## src/hw/rtl/rwl_pkg.sv

```systemverilog
// Shared types and constants of the reader/writer lock table.
// Used by every module of the block but rwl_ram; depends on nothing.
`timescale 1ns / 1ps
`default_nettype none
package rwl_pkg;

    localparam int LOCK_SLOTS = 16;
    localparam int WAIT_DEPTH = 32;
    localparam int QDEPTH     = 2;

    localparam int SLOT_W = $clog2(LOCK_SLOTS);
    localparam int LEN_W  = $clog2(WAIT_DEPTH + 1);
    localparam int IDX_W  = LEN_W;
    localparam int ADDR_W = SLOT_W + IDX_W;
    localparam int RAM_DEPTH = LOCK_SLOTS << IDX_W;
    localparam int CNT_W  = 8;
    localparam int KEY_W  = 32;
    localparam int ID_W   = 8;
    localparam int KIND_W = 3;
    localparam int ST_W   = 2;

    localparam logic [KIND_W-1:0] K_CREATE  = 3'd0;
    localparam logic [KIND_W-1:0] K_RLOCK   = 3'd1;
    localparam logic [KIND_W-1:0] K_WLOCK   = 3'd2;
    localparam logic [KIND_W-1:0] K_RUNLOCK = 3'd3;
    localparam logic [KIND_W-1:0] K_WUNLOCK = 3'd4;
    localparam logic [KIND_W-1:0] K_DELETE  = 3'd5;

    localparam logic [ST_W-1:0] ST_OK   = 2'd0;
    localparam logic [ST_W-1:0] ST_ERR  = 2'd1;
    localparam logic [ST_W-1:0] ST_WAIT = 2'd2;

    typedef struct packed {
        logic              legal;
        logic [KIND_W-1:0] kind;
        logic [KEY_W-1:0]  key;
        logic [ID_W-1:0]   who;
    } t_req;

endpackage
`default_nettype wire

```

## src/hw/rtl/rwl_front.sv

```systemverilog
// Front end: accept request items, classify the kind, hold them in a short queue.
// Depends on rwl_pkg.
`timescale 1ns / 1ps
`default_nettype none
module rwl_front import rwl_pkg::*; (
    input  wire logic              i_clk,
    input  wire logic              i_rst_n,
    input  wire logic              i_valid,
    output logic                   o_ready,
    input  wire logic [KIND_W-1:0] i_kind,
    input  wire logic [KEY_W-1:0]  i_key,
    input  wire logic [ID_W-1:0]   i_who,
    output logic                   o_q_valid,
    output t_req                   o_q_req,
    input  wire logic              i_q_pop
);
    localparam int PTR_W = $clog2(QDEPTH);

    t_req               r_mem [QDEPTH];
    logic [PTR_W-1:0]   r_wp, r_rp;
    logic [PTR_W:0]     r_cnt;
    t_req               w_req;
    logic               w_push, w_pop;

    always_comb begin
        w_req.legal = (i_kind <= K_DELETE);
        w_req.kind  = i_kind;
        w_req.key   = i_key;
        w_req.who   = i_who;
    end

    assign o_ready   = (r_cnt != (PTR_W+1)'(QDEPTH));
    assign o_q_valid = (r_cnt != '0);
    assign o_q_req   = r_mem[r_rp];
    assign w_push    = i_valid && o_ready;
    assign w_pop     = i_q_pop && o_q_valid;

    always_ff @(posedge i_clk) begin
        if (w_push) begin
            r_mem[r_wp] <= w_req;
        end
        if (!i_rst_n) begin
            r_wp  <= '0;
            r_rp  <= '0;
            r_cnt <= '0;
        end else begin
            if (w_push) begin
                r_wp <= (r_wp == PTR_W'(QDEPTH-1)) ? '0 : r_wp + 1'b1;
            end
            if (w_pop) begin
                r_rp <= (r_rp == PTR_W'(QDEPTH-1)) ? '0 : r_rp + 1'b1;
            end
            case ({w_push, w_pop})
                2'b10:   r_cnt <= r_cnt + 1'b1;
                2'b01:   r_cnt <= r_cnt - 1'b1;
                default: r_cnt <= r_cnt;
            endcase
        end
    end
endmodule
`default_nettype wire

```

## config.mk

```make
export PLATFORM = sky130hd
export DESIGN_NAME = rwl_front
export DESIGN_NICKNAME = d
export VERILOG_FILES = /design/src/hw/rtl/rwl_pkg.sv /design/src/hw/rtl/rwl_front.sv
export SDC_FILE = /design/constraint.sdc
export NUM_CORES = 1
export LEC_CHECK = 0
export ABC_AREA = 0
export BUFFER_PORTS_ARGS = -buffer_cell sky130_fd_sc_hd__buf_2
export CAP_MARGIN = 20
export CORE_ASPECT_RATIO = 2
export CORE_MARGIN = 5
export CORE_UTILIZATION = 35
export CTS_CLUSTER_SIZE = 28
export DETAILED_ROUTE_END_ITERATION = 6
export HOLD_SLACK_MARGIN = 0.1
export PLACE_DENSITY = 0.61
export REMOVE_ABC_BUFFERS = 1
export SLEW_MARGIN = 10
export SYNTH_ARGS = -nofsm -noshare
export SYNTH_HDL_FRONTEND = slang
export SYNTH_SLANG_ARGS = --single-unit
export TNS_END_PERCENT = 10
```

## constraint.sdc

```tcl
create_clock -name i_clk -period 3.4 [get_ports i_clk]
set_clock_uncertainty 0.1 [all_clocks]
set_input_delay 0.51 -clock i_clk [delete_from_list [all_inputs] [get_ports i_clk]]
set_output_delay 0.51 -clock i_clk [all_outputs]
set_load 0.01 [all_outputs]
```

==> results of run 1 <==
==> sequential cells by signal (all words and copies together) (netlist names), named ones only <==
name	cells
r_mem	88
r_wp	1
r_cnt	2
r_rp	1
==> cells by family after synthesis <==
logic type / share of synthesized area
compound gates: 0.0110
fa+ha+maj: 0.00368
xor+xnor: 0.00772
mux: 0.146
flops: 0.806
simple gates: 0.0173
buf+inv: 0.00846
==> layout make-up <==
type                            count  area [um^2]  area share
Clock inverter                      5         98.8      0.0227
Sequential cell                    93         2740       0.629
Clock buffer                       11          233      0.0534
Tap cell                          132          165      0.0379
Timing Repair Buffer               95          483       0.111
Multi-Input combinational cell     63          632       0.145
Inverter                            1         3.75    0.000861
==> report_power, final <==
group	switching [mW]	total, mW	internal (mW)
combinational	0.399	0.797	0.399
clock	0.386	1.10	0.715
sequential	0.0922	1.54	1.45
==> synthesized netlist by cell type <==
cell and n:
a21bo_2 1, a21boi_0 1, a21boi_1 1, and2_1 1
and3_1 1, buf_2 5, dfxtp_1 5, edfxtp_1 88
ha_1 1, inv_1 1, mux2_2 44, nand2_1 2
nand2b_1 1, nand3b_1 1, nor2b_1 2, o21a_1 1
o21ai_0 1, or2_2 1, or3_1 1, xnor2_1 3
==> stage by stage <==
stage,power (mW),hold slack [ps],worst slack [ps],instance area (um^2),utilization
after floorplan,2.04,379,1120,3380,-
after global placement,2.37,408,1260,4030,0.418
after detailed placement,2.39,421,1240,4030,0.418
after CTS,3.50,250,874,4360,0.452
after global routing,3.60,251,833,4360,0.452
final,3.44,268,959,4360,0.452
==> worst max-delay path, cell delays in order (launching register included) <==
cell     delay [ps]
dfxtp_2         690
buf_4           310
mux2_2          350
buf_2           140
==> path summary, 6_finish.rpt <==
kind	from	end	slack [ps]	depth (start not counted)
worst max-delay path	register	o_q_req[9]	960	3
worst min register to register	r_cnt[1]	r_cnt[1]	440	2
worst min-delay path	i_key[6]	r_mem[0][14]	270	1
worst max register to register	r_cnt[0]	r_mem[0][28]	1370	3
==> metal layers <==
layer / track usage / wire length (um) / share of wire
met1: 0.101 / 2040 / 0.31
met2: 0.224 / 4150 / 0.63
met3: 0.0313 / 327 / 0.049
met4: 0.0654 / 122 / 0.018
met5: 0 / 0 / 0
==> reports/results.ini, run 1 <==
[outcome]
status=completed

[worst_setup_path]
worstPathArrival_ps=1830
path_class=register to output port
worst_ep_required_time_ps=2790
crit_path_end_kind=output port
worstPathMaxFanout=23
cp-start-kind=register

[timing]
maxSlewViolCount=0
clock.fmax_ghz=0.410
hold_viol=0
relSlewSlack=0.320
period_share=0.718
tightest_slew_ps=1020
setup_viol=0
fin_tns_setup_ps=0
period_needed_ps=2440
rsz0062_at_grt=no

[clock_network]
cts_tree=built
numCtsBuffers=9
cts_resized=0
numClockSinks=93
cts.clk_slew.worst_paths_ps=60
root_buffer=clkbuf_16
cts-hold-fix-buffers=0
clock_latency_ps=320
cts_buffer_depth=2
htreeDepth=3
cts_setup_buffers=0

[placed_design]
dp_cells=384
gp_congestion=0.723
port_buffers=92
hpwlAfterDp_um=4540

[routing]
wl_per_cell_um=16.6
dr.pass1.iters=4
finalWirelength_um=6630
vias=1756
drtAntennaViolNets=0
viasPerCell=4.39
drt_iter0_markers=101
drc=0

[floorplan]
io_pins=93
dieHeight_um=149
core_area_mm2=0.00964
initial_utilization=0.353
die_w_um=79.7
die_area_mm2=0.0119
rows=51

[power]
p_per_area_mw_per_mm2=790
power_leakage_nw=1.62
vdd_ir_drop_max_uv=402

[run]
maxCapViolations=0

[finish]
area_growth_pct=28.1
fin_nets=311
drive_above_1_share=0.586
layout_commonest_cell=buf_2
fillers=873
final_cell_mix=buf_2, edfxtp_1, mux2_2, clkbuf_16, dfxtp_1
num_antenna_cells=0
finalNonFillerCells=400

[logic_synthesis]
synth_top_area_share=0.777
synth_cell_types=20
synth-seq-cells=93
syn_inst=162
synth_area_mm2=0.00340
avgSynthCellArea_um2=21.0
synth_area_leaders=edfxtp_1, mux2_2, dfxtp_1, xnor2_1, buf_2
yosys.area.top_type=edfxtp_1
ys_warn_count=0
ys_seq_area_frac=0.806

[global_route]
grt_pass1_wl_um=9710
grt_usage=0.116
grt_start_max_net_pins=45
antenna_found_initial=0
grt_pass1_vias=1897
grt-ovfl-total=0

[hold_path]
hp-class=primary input to register

No activity file was read; power rests on OpenSTA's default activity.
==> run 2: changes to the inputs <==
Settings changed: PLACE_DENSITY 0.61 to 0.63.
Clock period 3.4 ns to 2 ns, I/O delays scaled along.
==> reports/results.ini, run 2 (synthesis results as in run 1) <==
[timing]
maxSlewViolCount=0
clock.fmax_ghz=0.548
period_needed_ps=1830
hold_viol=0
rsz0062_at_grt=no
tightest_slew_ps=264
period_share=0.913
relSlewSlack=0.824
setup_viol=0

[finish]
num_antenna_cells=0
regMostFlops=r_mem
largest_registers=r_mem: 88 flops, r_cnt: 2 flops
largest_reg_flops=88
utilization=0.500
postLayoutCellArea_mm2=0.00482
final_cell_mix=buf_2, edfxtp_1, mux2_2, dlygate4sd3_1, clkbuf_16
drive_above_1_share=0.513
area_growth_pct=41.7
fin_nets=357
layout_commonest_cell=buf_2

[global_route]
grt_pass1_wl_um=10400
grt_start_max_net_pins=45
grt_usage=0.118
antenna_found_initial=0
grt-ovfl-total=0
grt_pass1_vias=2143

[power]
internal_power_mw=4.33
pwr-share-clk=0.301
power_switching_mw=1.54
vdd_ir_drop_max_uv=680
p_per_area_mw_per_mm2=1220
combPwrFrac=0.265
pwr-share-seq=0.433
p_sw_frac=0.262
power_leakage_nw=1.80

[placed_design]
gp_congestion=0.724
place_area_mm2=0.00408
hpwlAfterDp_um=4500
port_buffers=92

[routing]
drtAntennaViolNets=0
dr.pass1.iters=4
viasPerCell=4.31
drt_iter0_markers=69
finalWirelength_um=6710
wl_per_cell_um=15.0
vias=1921
drc=0

[clock_network]
cts-hold-fix-buffers=43
cts_buffer_depth=2
numClockSinks=93
numCtsBuffers=9
htreeDepth=3
cts.clk_slew.worst_paths_ps=70
cts_setup_buffers=0
cts_resized=0
root_buffer=clkbuf_16
cts_tree=built
clock_latency_ps=330

[floorplan]
dieHeight_um=149
core_area_mm2=0.00964
die_area_mm2=0.0119
die_w_um=79.7
io_pins=93
rows=51
initial_utilization=0.353

[worst_setup_path]
path_class=register to output port
worst_ep_required_time_ps=1600
worstPathMaxFanout=32
worstPathArrival_ps=1430
crit_path_end_kind=output port
cp-start-kind=register

[outcome]
status=completed

[run]
maxCapViolations=0

[hold_path]
hp-class=primary input to register

[run 2: changes by cell type in the layout (fill, tap and decap cells not counted), sizes merged]
cell,before,now
clkbuf,11,10
bufinv,3,2
dlygate4sd3,0,43
clkinvlp,0,2
buf,95,98
[run 2: routing by layer]
layer | share of wire | wire (um) | GRT usage | up-vias
met5 | 0 | 0 | 0 | -
met4 | 0.028 | 190 | 0.0740 | 0
met3 | 0.050 | 335 | 0.0277 | 12
met2 | 0.58 | 3910 | 0.215 | 51
met1 | 0.34 | 2270 | 0.116 | 936
li1 | - | - | - | 922
[run 2: critical path, cell delays in order (launching register included)]
cell,delay (ps)
dfxtp_2,350
buf_12,220
mux2_2,370
buf_2,140
[run 2: final cells by class]
cell class / count / area (um^2)
Inverter: 1 / 3.75
Timing Repair Buffer: 141 / 961
Clock buffer: 10 / 229
Tap cell: 132 / 165
Clock inverter: 6 / 87.6
Fill cell: 815 / 4810
Multi-Input combinational cell: 63 / 632
Sequential cell: 93 / 2740
[run 2: power groups by stage]
stage / clock network, mW / logic, mW / registers [mW]
6_report: 1.77 / 1.56 / 2.55
5_1_grt: 1.92 / 1.69 / 2.56
4_1_cts: 1.82 / 1.60 / 2.55
3_5_place_dp: 0 / 1.53 / 2.59
3_3_place_gp: 0 / 1.50 / 2.57
2_1_floorplan: 0 / 0.819 / 2.65
[run 2: per-stage QoR]
| step | TNS [ps] | setup WS [ps] | hold WS, ps | std cells | total power, mW |
|---|---|---|---|---|---|
| 6_report | 0 | 174 | 131 | 446 | 5.88 |
| 5_1_grt | 0 | 117 | 150 | 446 | 6.18 |
| 4_1_cts | 0 | 142 | 116 | 446 | 5.97 |
| 3_5_place_dp | 0 | 274 | 392 | 387 | 4.12 |
| 3_3_place_gp | 0 | 403 | 388 | 387 | 4.07 |
| 2_1_floorplan | -19270 | -264 | 299 | 157 | 3.47 |
[run 2: worst paths after layout]
path	start	end	slack, ps	depth (start not counted)
setup reg to reg	r_cnt[0]	r_cnt[1]	240	5
hold / removal	i_rst_n	r_cnt[0]	130	2
setup / recovery	register	o_q_req[9]	170	3
hold reg to reg	r_cnt[1]	r_cnt[1]	430	2
==> run 3: changes to the inputs <==
Settings changed: CORE_UTILIZATION 35 to 46, PLACE_DENSITY 0.63 to 0.78, REMOVE_ABC_BUFFERS 1 to default.
==> reports/results.ini, run 3 (synthesis results as in run 1) <==
[floorplan]
die_area_mm2=0.00932
core_area_mm2=0.00727
rows=44
die_w_um=70.8
initial_utilization=0.468
io_pins=93
dieHeight_um=132

[worst_setup_path]
worst_r2r_startpoint=r_cnt[0]
worstPathMaxFanout=22
cp-start-kind=register
rrSetupSlack_ps=290
path_class=register to output port
reg2regPathDepth=5
worst_ep_required_time_ps=1600
max_stage_delay_ps=390
cp_slowest_cell=mux2_2
crit_chain=buf_4 -> mux2_2 -> buf_2
crit_path_end_kind=output port
worstPathArrival_ps=1480
r2r_end=r_cnt[1]

[clock_network]
root_buffer=clkbuf_16
numClockSinks=93
cts-hold-fix-buffers=43
clock_latency_ps=320
cts_setup_buffers=0
cts_buffer_depth=2
cts_tree=built
numCtsBuffers=9
cts_resized=0
htreeDepth=3
cts.clk_slew.worst_paths_ps=60

[routing]
drtAntennaViolNets=0
drt_iter0_markers=59
drc=0
viasPerCell=4.68
vias=1905
finalWirelength_um=6430
dr.pass1.iters=4
wl_per_cell_um=15.8

[placed_design]
place_ws_ps=304
place_area_mm2=0.00405
hpwlAfterDp_um=4240
gp_congestion=0.738
port_buffers=92

[hold_path]
hp-class=primary input to register
hold_start=i_rst_n
timing.hold.worst_path_depth=2
hold_end=r_cnt[0]

[timing]
period_share=0.940
fin_hold_ws_ps=142
hold_viol=0
period_needed_ps=1880
tightest_slew_ps=314
clock.fmax_ghz=0.532
relSlewSlack=0.791
worst_slack_ps=120
rsz0062_at_grt=no
setup_viol=0
maxSlewViolCount=0

[global_route]
grt-ovfl-total=0
grt_start_max_net_pins=23
grt_pass1_wl_um=10200
antenna_found_initial=1
grt_pass1_vias=2158
grt_usage=0.147

[power]
power_leakage_nw=1.79
vdd_ir_drop_max_uv=720
p_per_area_mw_per_mm2=1170

[finish]
final_cell_mix=buf_2, edfxtp_1, mux2_2, dlygate4sd3_1, clkbuf_16
ff_latch_area_mm2=0.00274
area_growth_pct=39.2
regMostFlops=r_mem
fillers=529
multiInputGateArea_um2=632
postLayoutCellArea_mm2=0.00474
drive_above_1_share=0.500
utilization=0.652
largest_reg_flops=88
fin_nets=357
largest_registers=r_mem: 88 flops, r_cnt: 2 flops
layout_commonest_cell=buf_2

[logic_synthesis]
syn-num-nets=210

[outcome]
status=completed

[run]
maxCapViolations=0

[run 3: area by class of cell]
class / instances / area share
tap: 92 / 0.0243
inverter: 1 / 0.000793
sequential: 93 / 0.579
multi-input combinational: 63 / 0.133
clock inverter: 3 / 0.00264
antenna: 1 / 0.000528
timing repair buffer: 141 / 0.208
clock buffer: 13 / 0.0507
[run 3: per-stage QoR]
| stage | power, mW | setup TNS, ps | instances |
|---|---|---|---|
| CTS | 5.61 | 0 | 406 |
| detailed placement | 4.09 | 0 | 347 |
| finish | 5.53 | 0 | 407 |
| global route | 5.81 | 0 | 407 |
| floorplan | 3.49 | -4390 | 162 |
| global placement | 4.05 | 0 | 347 |
[run 3: report_power, final]
part	internal, mW	leakage [nW]	switching, mW
clock network	0.832	0.123	0.605
logic	0.789	0.802	0.758
registers	2.46	0.864	0.0816
total	4.08	1.79	1.44
[run 3: how the worst max path moves through the flow]
| stage | endpoint | slack (ps) | cells past startpoint |
|---|---|---|---|
| 6_report | o_q_req[8] | 120 | 3 |
| 5_1_grt | o_q_req[11] | 50 | 3 |
| 4_1_cts | o_q_req[8] | 80 | 3 |
| 3_5_place_dp | r_cnt[1] | 300 | 5 |
| 3_3_place_gp | r_cnt[1] | 390 | 5 |
| 2_1_floorplan | r_mem[0][0] | -100 | 3 |
[run 3: layer usage]
layer  global-route usage  up-vias  part of all wire
met2                0.273       58              0.58
met4               0.0774        0             0.033
met3               0.0497       18             0.056
met1                0.134      901              0.33
met5                    0        -                 0
li1                     -      928                 -
[run 3: critical path, delay by kind of cell (launching register included)]
family                 cells  cell delay (ps)
muxes                      1              390
DFF                        1              320
buffers and inverters      2              420
